`src/hdl/tcl_pkg.sv`:
```
// tcl_pkg: token codes, character constants, token record type and the
// keyword prefix function shared by the lexer core and its channel interfaces.
// No dependencies.
`timescale 1ns / 1ps
`default_nettype none

package tcl_pkg;

	localparam int unsigned POS_W         = 32;
	localparam int unsigned LEN_W         = 16;
	localparam int unsigned MAX_TOKEN_LEN = 65535;

	typedef logic [2:0]       tok_type_t;
	typedef logic [7:0]       char_t;
	typedef logic [LEN_W-1:0] tok_len_t;
	typedef logic [POS_W-1:0] pos_t;

	localparam tok_type_t TT_EOF      = 3'd0;
	localparam tok_type_t TT_UNKNOWN  = 3'd1;
	localparam tok_type_t TT_OPERATOR = 3'd2;
	localparam tok_type_t TT_DELIM    = 3'd3;
	localparam tok_type_t TT_KEYWORD  = 3'd4;
	localparam tok_type_t TT_IDENT    = 3'd5;
	localparam tok_type_t TT_INT      = 3'd6;
	localparam tok_type_t TT_DOUBLE   = 3'd7;

	localparam char_t CH_NL   = 8'h0A;
	localparam char_t CH_DOT  = 8'h2E;
	localparam char_t CH_ZERO = 8'h30;

	// keyword_alive bit order: int, double, return
	localparam tok_len_t KW_INT_LEN = 16'd3;
	localparam tok_len_t KW_DR_LEN  = 16'd6;

	typedef struct packed {
		tok_type_t ttype;
		tok_len_t  len;
		pos_t      start;
		pos_t      line;
		logic      last;
	} tok_t;

	function automatic logic [2:0] kw_mask(input tok_len_t idx, input char_t c);
		logic [2:0] m;
		m = '0;
		unique case (idx)
			16'd0: begin
				m[0] = (c == "i");
				m[1] = (c == "d");
				m[2] = (c == "r");
			end
			16'd1: begin
				m[0] = (c == "n");
				m[1] = (c == "o");
				m[2] = (c == "e");
			end
			16'd2: begin
				m[0] = (c == "t");
				m[1] = (c == "u");
				m[2] = (c == "t");
			end
			16'd3: begin
				m[1] = (c == "b");
				m[2] = (c == "u");
			end
			16'd4: begin
				m[1] = (c == "l");
				m[2] = (c == "r");
			end
			16'd5: begin
				m[1] = (c == "e");
				m[2] = (c == "n");
			end
			default: m = '0;
		endcase
		return m;
	endfunction

endpackage

`default_nettype wire

```
`src/hdl/tcl_ifs.sv`:
```
// tcl_byte_if and tcl_token_if: valid/ready channels of the lexer core.
// Depends on tcl_pkg.
`timescale 1ns / 1ps
`default_nettype none

interface tcl_byte_if;
	logic          valid;
	logic          ready;
	tcl_pkg::char_t ch;
	logic          end_of_input;

	modport source (output valid, output ch, output end_of_input, input ready);
	modport sink   (input valid, input ch, input end_of_input, output ready);
endinterface

interface tcl_token_if;
	logic                 valid;
	logic                 ready;
	tcl_pkg::tok_type_t   token_type;
	tcl_pkg::tok_len_t    token_length;
	tcl_pkg::pos_t        token_start;
	tcl_pkg::pos_t        token_line;
	logic                 last;

	modport source (output valid, output token_type, output token_length,
		output token_start, output token_line, output last, input ready);
	modport sink   (input valid, input token_type, input token_length,
		input token_start, input token_line, input last, output ready);
endinterface

`default_nettype wire

```
`src/hdl/tiny_c_lexer_core.sv`:
```
// tiny_c_lexer_core: byte-serial DFA tokenizer for a tiny C subset.
// Depends on tcl_pkg and the channel interfaces in tcl_ifs.sv.
//
//   channel    dir   request              fields
//   byte_ch    in    one source byte      ch, end_of_input
//   token_ch   out   one token            token_type, token_length,
//                                         token_start, token_line, last
//
// One byte per cycle unless the input stalls: a request is registered, then scanned
// from the input register and its 0..2 tokens are written to a 4-entry result queue.
// An item that yields two tokens leaves as two output transfers; the queue absorbs them.
// Input stalls only when the queue holds more than two tokens.
// Reset (arst_n low) returns the scanner to start state, line one, offset zero.
`timescale 1ns / 1ps
`default_nettype none

module tiny_c_lexer_core (
	input  wire              clk,
	input  wire              arst_n,
	tcl_byte_if.sink         byte_ch,
	tcl_token_if.source      token_ch
);
	import tcl_pkg::*;

	localparam logic [1:0] ST_START = 2'd0;
	localparam logic [1:0] ST_IDENT = 2'd1;
	localparam logic [1:0] ST_INT   = 2'd2;
	localparam logic [1:0] ST_DBL   = 2'd3;

	// input register
	logic  vld_s1;
	char_t ch_s1;
	logic  eoi_s1;

	// scanner state
	logic [1:0] st_q;
	tok_len_t   len_q;
	pos_t       beg_q;
	pos_t       pos_q;
	pos_t       line_q;
	logic       plw_q;
	logic       lz_q;
	logic [2:0] alive_q;

	// result queue
	tok_t       q_mem [4];
	logic [1:0] wr_q;
	logic [1:0] rd_q;
	logic [2:0] cnt_q;

	logic adv, pop;

	assign pop   = token_ch.valid && token_ch.ready;
	assign adv   = vld_s1 && (cnt_q <= 3'd2);
	assign byte_ch.ready = !vld_s1 || adv;

	always_ff @(posedge clk or negedge arst_n) begin
		if (!arst_n) begin
			vld_s1 <= 1'b0;
		end else if (byte_ch.ready) begin
			vld_s1 <= byte_ch.valid;
		end
	end

	always_ff @(posedge clk) begin
		if (byte_ch.valid && byte_ch.ready) begin
			ch_s1  <= byte_ch.ch;
			eoi_s1 <= byte_ch.end_of_input;
		end
	end

	// character classes
	logic is_dig, is_let, is_spc, is_dlm, is_op;
	assign is_dig = (ch_s1 >= "0") && (ch_s1 <= "9");
	assign is_let = ((ch_s1 >= "A") && (ch_s1 <= "Z")) || ((ch_s1 >= "a") && (ch_s1 <= "z"));
	assign is_spc = (ch_s1 == " ") || ((ch_s1 >= 8'd9) && (ch_s1 <= 8'd13));
	assign is_dlm = (ch_s1 == ";") || (ch_s1 == ",") || (ch_s1 == "(") || (ch_s1 == ")")
		|| (ch_s1 == "{") || (ch_s1 == "}");
	assign is_op  = (ch_s1 == "+") || (ch_s1 == "-") || (ch_s1 == "*") || (ch_s1 == "/")
		|| (ch_s1 == "=");

	tok_type_t flush_type;
	always_comb begin
		unique case (st_q)
			ST_IDENT: flush_type = ((alive_q[0] && (len_q == KW_INT_LEN))
				|| (alive_q[1] && (len_q == KW_DR_LEN))
				|| (alive_q[2] && (len_q == KW_DR_LEN))) ? TT_KEYWORD : TT_IDENT;
			ST_INT:   flush_type = TT_INT;
			ST_DBL:   flush_type = TT_DOUBLE;
			default:  flush_type = TT_UNKNOWN;
		endcase
	end

	// scan step
	logic       a_v, b_v, rescan, do_app, do_beg;
	tok_t       a_tok, b_tok;
	logic [1:0] st_n;
	tok_len_t   len_n, app_len;
	pos_t       beg_n, pos_n, line_n;
	logic       plw_n, lz_n;
	logic [2:0] alive_n, app_alive;

	always_comb begin
		app_len   = (len_q != tok_len_t'(MAX_TOKEN_LEN)) ? len_q + 1'b1 : len_q;
		app_alive = alive_q & kw_mask(len_q, ch_s1);
		a_v    = 1'b0;
		b_v    = 1'b0;
		rescan = 1'b0;
		do_app = 1'b0;
		do_beg = 1'b0;
		a_tok  = '{ttype: flush_type, len: len_q, start: beg_q, line: line_q, last: 1'b0};
		b_tok  = '{ttype: TT_UNKNOWN, len: tok_len_t'(1), start: pos_q, line: line_q,
			last: 1'b1};
		st_n    = st_q;
		len_n   = len_q;
		beg_n   = beg_q;
		plw_n   = plw_q;
		lz_n    = lz_q;
		alive_n = alive_q;
		pos_n   = pos_q + 1'b1;
		line_n  = (ch_s1 == CH_NL) ? line_q + 1'b1 : line_q;

		if (eoi_s1) begin
			a_v         = (st_q != ST_START);
			b_v         = 1'b1;
			b_tok.ttype = TT_EOF;
			b_tok.len   = '0;
			st_n    = ST_START;
			len_n   = '0;
			beg_n   = '0;
			pos_n   = '0;
			line_n  = pos_t'(1);
			plw_n   = 1'b0;
			lz_n    = 1'b0;
			alive_n = 3'b111;
		end else begin
			unique case (st_q)
				ST_IDENT: begin
					if (is_dig || (is_let && plw_q)) begin
						do_app = 1'b1;
					end else if (is_let) begin
						do_app      = 1'b1;
						a_v         = 1'b1;
						a_tok.ttype = TT_UNKNOWN;
						a_tok.len   = app_len;
						st_n        = ST_START;
					end else begin
						a_v    = 1'b1;
						st_n   = ST_START;
						rescan = 1'b1;
					end
				end
				ST_INT: begin
					if (is_dig) begin
						do_app = 1'b1;
						if (lz_q) begin
							a_v         = 1'b1;
							a_tok.ttype = TT_UNKNOWN;
							a_tok.len   = app_len;
							st_n        = ST_START;
						end
					end else if (ch_s1 == CH_DOT) begin
						do_app = 1'b1;
						st_n   = ST_DBL;
					end else begin
						a_v    = 1'b1;
						st_n   = ST_START;
						rescan = 1'b1;
					end
				end
				ST_DBL: begin
					if (is_dig) begin
						do_app = 1'b1;
					end else begin
						a_v    = 1'b1;
						st_n   = ST_START;
						rescan = 1'b1;
					end
				end
				default: rescan = 1'b1;
			endcase

			if (rescan && !is_spc) begin
				if (is_dig) begin
					do_beg = 1'b1;
					st_n   = ST_INT;
				end else if (is_let) begin
					do_beg = 1'b1;
					st_n   = ST_IDENT;
				end else begin
					b_v = 1'b1;
					priority if (is_dlm) begin
						b_tok.ttype = TT_DELIM;
					end else if (is_op) begin
						b_tok.ttype = TT_OPERATOR;
					end else begin
						b_tok.ttype = TT_UNKNOWN;
					end
				end
			end

			if (do_app) begin
				len_n   = app_len;
				alive_n = app_alive;
				plw_n   = is_let;
				lz_n    = 1'b0;
			end
			if (do_beg) begin
				len_n   = tok_len_t'(1);
				beg_n   = pos_q;
				alive_n = kw_mask('0, ch_s1);
				plw_n   = is_let;
				lz_n    = (ch_s1 == CH_ZERO);
			end
		end
	end

	always_ff @(posedge clk or negedge arst_n) begin
		if (!arst_n) begin
			st_q    <= ST_START;
			len_q   <= '0;
			beg_q   <= '0;
			pos_q   <= '0;
			line_q  <= pos_t'(1);
			plw_q   <= 1'b0;
			lz_q    <= 1'b0;
			alive_q <= 3'b111;
		end else if (adv) begin
			st_q    <= st_n;
			len_q   <= len_n;
			beg_q   <= beg_n;
			pos_q   <= pos_n;
			line_q  <= line_n;
			plw_q   <= plw_n;
			lz_q    <= lz_n;
			alive_q <= alive_n;
		end
	end

	// result queue write
	tok_t       e0, e1;
	logic [1:0] push_n;

	always_comb begin
		e0      = a_v ? a_tok : b_tok;
		e0.last = !(a_v && b_v);
		e1      = b_tok;
		push_n  = adv ? ({1'b0, a_v} + {1'b0, b_v}) : 2'd0;
	end

	always_ff @(posedge clk) begin
		if (push_n != 2'd0) begin
			q_mem[wr_q] <= e0;
		end
		if (push_n == 2'd2) begin
			q_mem[wr_q + 2'd1] <= e1;
		end
	end

	always_ff @(posedge clk or negedge arst_n) begin
		if (!arst_n) begin
			wr_q  <= '0;
			rd_q  <= '0;
			cnt_q <= '0;
		end else begin
			wr_q  <= wr_q + push_n;
			rd_q  <= rd_q + {1'b0, pop};
			cnt_q <= cnt_q + {1'b0, push_n} - {2'b00, pop};
		end
	end

	assign token_ch.valid        = (cnt_q != 3'd0);
	assign token_ch.token_type   = q_mem[rd_q].ttype;
	assign token_ch.token_length = q_mem[rd_q].len;
	assign token_ch.token_start  = q_mem[rd_q].start;
	assign token_ch.token_line   = q_mem[rd_q].line;
	assign token_ch.last         = q_mem[rd_q].last;

	a_cnt_bound: assert property (@(posedge clk) disable iff (!arst_n)
		cnt_q <= 3'd4)
		else $error("result queue count out of range");

	a_eoi_token: assert property (@(posedge clk) disable iff (!arst_n)
		adv && eoi_s1 |-> push_n != 2'd0 && (push_n == 2'd2) == (st_q != ST_START))
		else $error("end of input did not queue its tokens");

	a_eoi_reset: assert property (@(posedge clk) disable iff (!arst_n)
		adv && eoi_s1 |=> st_q == ST_START && pos_q == '0 && line_q == pos_t'(1))
		else $error("scanner not reset after end of input");

	a_pair_last: assert property (@(posedge clk) disable iff (!arst_n)
		push_n == 2'd2 |-> !e0.last && e1.last)
		else $error("last flag misplaced on token pair");

	a_pos_step: assert property (@(posedge clk) disable iff (!arst_n)
		adv && !eoi_s1 |=> pos_q == $past(pos_q) + 1'b1)
		else $error("byte offset did not advance");

endmodule

`default_nettype wire

```
`src/flat_wrapper.sv`:
```
// flat-port wrapper written by rule: the top's interface ports become plain ports
module tiny_c_lexer_core_flat import tcl_pkg::*;
  (clk, arst_n, byte_ch_valid, byte_ch_ch, byte_ch_end_of_input, byte_ch_ready, token_ch_valid, token_ch_token_type, token_ch_token_length, token_ch_token_start, token_ch_token_line, token_ch_last, token_ch_ready);
  tcl_byte_if byte_ch_i ();
  tcl_token_if token_ch_i ();
  input  wire clk;
  input  wire arst_n;
  input wire logic [$bits(byte_ch_i.valid)-1:0] byte_ch_valid;
  input wire logic [$bits(byte_ch_i.ch)-1:0] byte_ch_ch;
  input wire logic [$bits(byte_ch_i.end_of_input)-1:0] byte_ch_end_of_input;
  output wire logic [$bits(byte_ch_i.ready)-1:0] byte_ch_ready;
  output wire logic [$bits(token_ch_i.valid)-1:0] token_ch_valid;
  output wire logic [$bits(token_ch_i.token_type)-1:0] token_ch_token_type;
  output wire logic [$bits(token_ch_i.token_length)-1:0] token_ch_token_length;
  output wire logic [$bits(token_ch_i.token_start)-1:0] token_ch_token_start;
  output wire logic [$bits(token_ch_i.token_line)-1:0] token_ch_token_line;
  output wire logic [$bits(token_ch_i.last)-1:0] token_ch_last;
  input wire logic [$bits(token_ch_i.ready)-1:0] token_ch_ready;
  assign byte_ch_i.valid = byte_ch_valid;
  assign byte_ch_i.ch = byte_ch_ch;
  assign byte_ch_i.end_of_input = byte_ch_end_of_input;
  assign byte_ch_ready = byte_ch_i.ready;
  assign token_ch_valid = token_ch_i.valid;
  assign token_ch_token_type = token_ch_i.token_type;
  assign token_ch_token_length = token_ch_i.token_length;
  assign token_ch_token_start = token_ch_i.token_start;
  assign token_ch_token_line = token_ch_i.token_line;
  assign token_ch_last = token_ch_i.last;
  assign token_ch_i.ready = token_ch_ready;
  tiny_c_lexer_core u_core (.clk(clk), .arst_n(arst_n), .byte_ch(byte_ch_i), .token_ch(token_ch_i));
endmodule
```
`config.mk`:
```
export PLATFORM = sky130hd
export DESIGN_NAME = tiny_c_lexer_core_flat
export DESIGN_NICKNAME = d
export VERILOG_FILES = /design/src/hdl/tcl_pkg.sv /design/src/hdl/tcl_ifs.sv /design/src/hdl/tiny_c_lexer_core.sv /design/src/flat_wrapper.sv
export SDC_FILE = /design/constraint.sdc
export NUM_CORES = 1
export LEC_CHECK = 0
export BUFFER_PORTS_ARGS = -buffer_cell sky130_fd_sc_hd__buf_2
export CAP_MARGIN = 20
export CORE_MARGIN = 4
export CORE_UTILIZATION = 65
export DETAILED_ROUTE_END_ITERATION = 16
export GPL_TIMING_DRIVEN = 1
export HOLD_SLACK_MARGIN = 0.1
export PLACE_DENSITY = 0.81
export SLEW_MARGIN = 40
export SYNTH_ARGS = -nofsm -noshare
export SYNTH_HDL_FRONTEND = slang
export SYNTH_SLANG_ARGS = --single-unit
```
`constraint.sdc`:
```
create_clock -name clk -period 14.8 [get_ports clk]
set_input_delay 2.96 -clock clk [delete_from_list [all_inputs] [get_ports clk]]
set_output_delay 2.96 -clock clk [all_outputs]
set_load 0.01 [all_outputs]
```
==> results.toml <==
[layout]
final_util = 0.7353
stdcell_count = 2281
antenna_cells = 0
final_cell_area_um2 = 24720
drive_gt1_frac = 0.1839
nNetsFinal = 1825
area_delta_synth_final_pct = 11.09

[placement]
pre_cts_ws_ps = 8635
placed_area_um2 = 23100
numPortBuffers = 98
placed_cells = 2194
place_congestion = 0.9479
hpwlAfterDp_um = 32810

[worst_setup_path]
crit_path_end_kind = "flop"
start_kind = "flop"
worstSetupPathType = "flop to flop"
cp_slowest_cell = "clkinv_2"
crit_chain = "or4_4, o221ai_1, nand2_1, nor4b_1, or2_2, ha_1, nor2_1, or3_1, and2_2, clkinv_2, buf_4, and2_1"
r2r_start = "u_core.ch_s1[2]"
crit_arrival_ps = 6240
rr_worst_depth = 12
r2r-end = "u_core.q_mem[2][10]"
worstPathRequired_ps = 15110
reg2reg_slack_ps = 8870
path_max_fanout = 62
slowest_delay_ps = 740

[pwr]
finalPower_mw = 4.127
p_sw_mw = 1.357
leakage_nw = 9.090
clkPwrFrac = 0.291
combinationalPowerShare = 0.286
swShare = 0.3289
internal_power_mw = 2.770
irDropWorstVdd_mv = 0.1023
p_per_area_nw_per_um2 = 167.0
pwr-share-seq = 0.424

[timing]
worstMarginPinSlew_ps = 784.4
fin_skew_ps = 27.34
holdWs_ps = 455.0
layout_setup_ws_ps = 8871
fin_setup_tns_ps = 0
hold_viol = 0
max_freq_mhz = 168.7
period_needed_ps = 5929
setup_viol = 0
rsz0062_at_grt = "no"
period_share = 0.4006
maxSlewViolCount = 0
max_slew_margin = 0.4758

[synthesis]
ys_seq_elements = 472
ys_types = 84
syn_nets = 1796
syn_inst = 1766
synthFlopType = "edfxtp_1"
ys_async_sr_fraction = 0.2691
ys_seq_area_frac = 0.5781
synth_edf_count = 277
avgSynthCellArea_um2 = 12.60
synth_area_um2 = 22250
ys_warn_count = 0

[clock_tree]
root_buffer = "clkbuf_16"
ctsHoldBuffers = 0
clk_pin_slew_worst_paths_ps = 60
cts_tree = "done"
clock-sinks = 472
cts.repair.resized = 0
insertion_delay_ps = 570
post_cts_buffers = 0
cts_buffer_depth = 3
htreeDepth = 2
numCtsBuffers = 47

[route]
detail_route.iter0.violations = 1529
viasPerCell = 6.801
dr.pass1.iters = 5
routed_wl_um = 53310
vias = 15510
drc_errors = 0
ant_nets = 0
wl_per_cell_um = 23.37

[job]
cap_violations = 0

[floorplan]
coreArea_um2 = 33620
dieArea_um2 = 37250
rows = 67
start_util = 0.6619
die_x_um = 193.0
io_pins = 99
die_h_um = 193.0

[global_route]
antenna_found_initial = 0
track_usage = 0.2908
grt_max_degree = 79
grt-ovfl-total = 0
grt_pass1_wl_um = 84740
grt_pass1_vias = 15120

[hold_path]
hold_path.class = "flop to flop"
min_from = "u_core.q_mem[0][79]"
min_to = "u_core.q_mem[0][79]"
hold_path_depth = 2

[outcome]
outcome = "finished clean"
area by class of cell:
type	instances	area [um^2]
inverter	33	131.4
clock inverter	19	162.7
clock buffer	68	1436
timing repair buffer	126	812.0
multi-input combinational	1115	8743
fill	2126	8900
sequential	472	12870
tap	448	560.5
state kept, by name (all words and copies together) (netlist names):
signal,cells
u_core.alive_q,3
u_core.beg_q,32
u_core.ch_s1,8
u_core.cnt_q,3
u_core.eoi_s1,1
u_core.len_q,16
u_core.line_q,32
u_core.lz_q,1
u_core.plw_q,1
u_core.pos_q,32
u_core.q_mem,336
u_core.rd_q,2
u_core.st_q,2
u_core.vld_s1,1
u_core.wr_q,2
layer usage:
| metal | track usage | up-vias | part of all wire |
|---|---|---|---|
| met2 | 0.4789 | 818 | 0.49 |
| met1 | 0.4051 | 7790 | 0.39 |
| li1 | - | 6797 | - |
| met5 | 0 | - | 0 |
| met4 | 0.08960 | 0 | 0.028 |
| met3 | 0.04879 | 107 | 0.093 |
synthesized netlist by cell type, types with 7 or more instances:
library cell | instances | area share
dfrtp_1 | 123 | 0.14
and2_1 | 130 | 0.037
buf_1 | 21 | 0.0035
nor2b_1 | 7 | 0.0020
a22o_1 | 180 | 0.071
nand3_1 | 47 | 0.011
and4_1 | 9 | 0.0035
o31ai_1 | 8 | 0.0027
dfxtp_1 | 68 | 0.061
xor2_1 | 41 | 0.016
inv_1 | 30 | 0.0051
clkbuf_1 | 93 | 0.016
a21oi_1 | 44 | 0.0099
nor3_1 | 18 | 0.0040
and3_1 | 18 | 0.0051
buf_2 | 25 | 0.0056
nand4_1 | 31 | 0.0087
nor4_1 | 14 | 0.0039
nand2_1 | 105 | 0.018
ha_1 | 16 | 0.0090
o21ai_0 | 80 | 0.018
buf_4 | 7 | 0.0024
o22ai_1 | 15 | 0.0042
a31oi_1 | 11 | 0.0031
edfxtp_1 | 277 | 0.37
mux4_2 | 84 | 0.085
or3_1 | 16 | 0.0045
o211ai_1 | 7 | 0.0024
nor2_1 | 97 | 0.016
xnor2_1 | 15 | 0.0059
critical path, delay by kind of cell, from the launching register on:
| kind | cells | cell delay [ps] |
|---|---|---|
| AO/OA/AOI/OAI | 1 | 370 |
| adder cells (fa/ha/maj) | 1 | 300 |
| buffers and inverters | 2 | 1350 |
| flip-flops | 1 | 620 |
| AND/OR/NAND/NOR | 8 | 2980 |
kinds of logic (layout without fill, tap and decap cells):
kind of cell	Yosys count	after routing	share of synthesized area
simple gates	534	534	0.1283
flops	472	472	0.5781
compound gates	413	413	0.1385
buf+inv	179	246	0.03290
mux	95	95	0.09026
xor+xnor	56	56	0.02204
fa+ha+maj	17	17	0.009898
cells in the final DEF (no fill, tap or decap), types with 9 or more instances in the layout:
cell	Yosys	final
dfxtp_1	68	68
and3_1	18	18
xnor2_1	15	15
nor3_1	18	18
nand3_1	47	47
ha_1	16	16
clkbuf_16	0	50
edfxtp_1	277	277
or3_1	16	16
a21oi_1	44	43
buf_4	7	16
o21ai_0	80	80
inv_1	30	26
and4_1	9	9
a31oi_1	11	11
buf_2	25	97
nand4_1	31	31
o22ai_1	15	15
xor2_1	41	41
dfrtp_1	123	121
clkinv_2	0	12
nand2_1	105	105
and2_1	130	128
nor4_1	14	10
mux4_2	84	84
a22o_1	180	180
clkbuf_8	0	11
nor2_1	97	95
power groups by stage:
stage | clock network (mW) | registers (mW) | logic (mW)
after floorplan | 0 | 1.69 | 0.824
after global placement | 0 | 1.78 | 1.12
after detailed placement | 0 | 1.77 | 1.17
after CTS | 1.21 | 1.75 | 1.18
after global routing | 1.27 | 1.77 | 1.27
final | 1.20 | 1.75 | 1.18
worst max-delay path by stage:
stage,start,endpoint,cells past startpoint
after floorplan,u_core.ch_s1[7],u_core.q_mem[3][10],13
after global placement,u_core.ch_s1[1],u_core.q_mem[2][3],12
after detailed placement,u_core.ch_s1[1],u_core.q_mem[2][10],12
after CTS,u_core.ch_s1[1],u_core.q_mem[2][10],12
after global routing,u_core.ch_s1[2],u_core.q_mem[2][17],12
final,u_core.ch_s1[2],u_core.q_mem[2][10],12
Power figures use the tool's default switching activity.
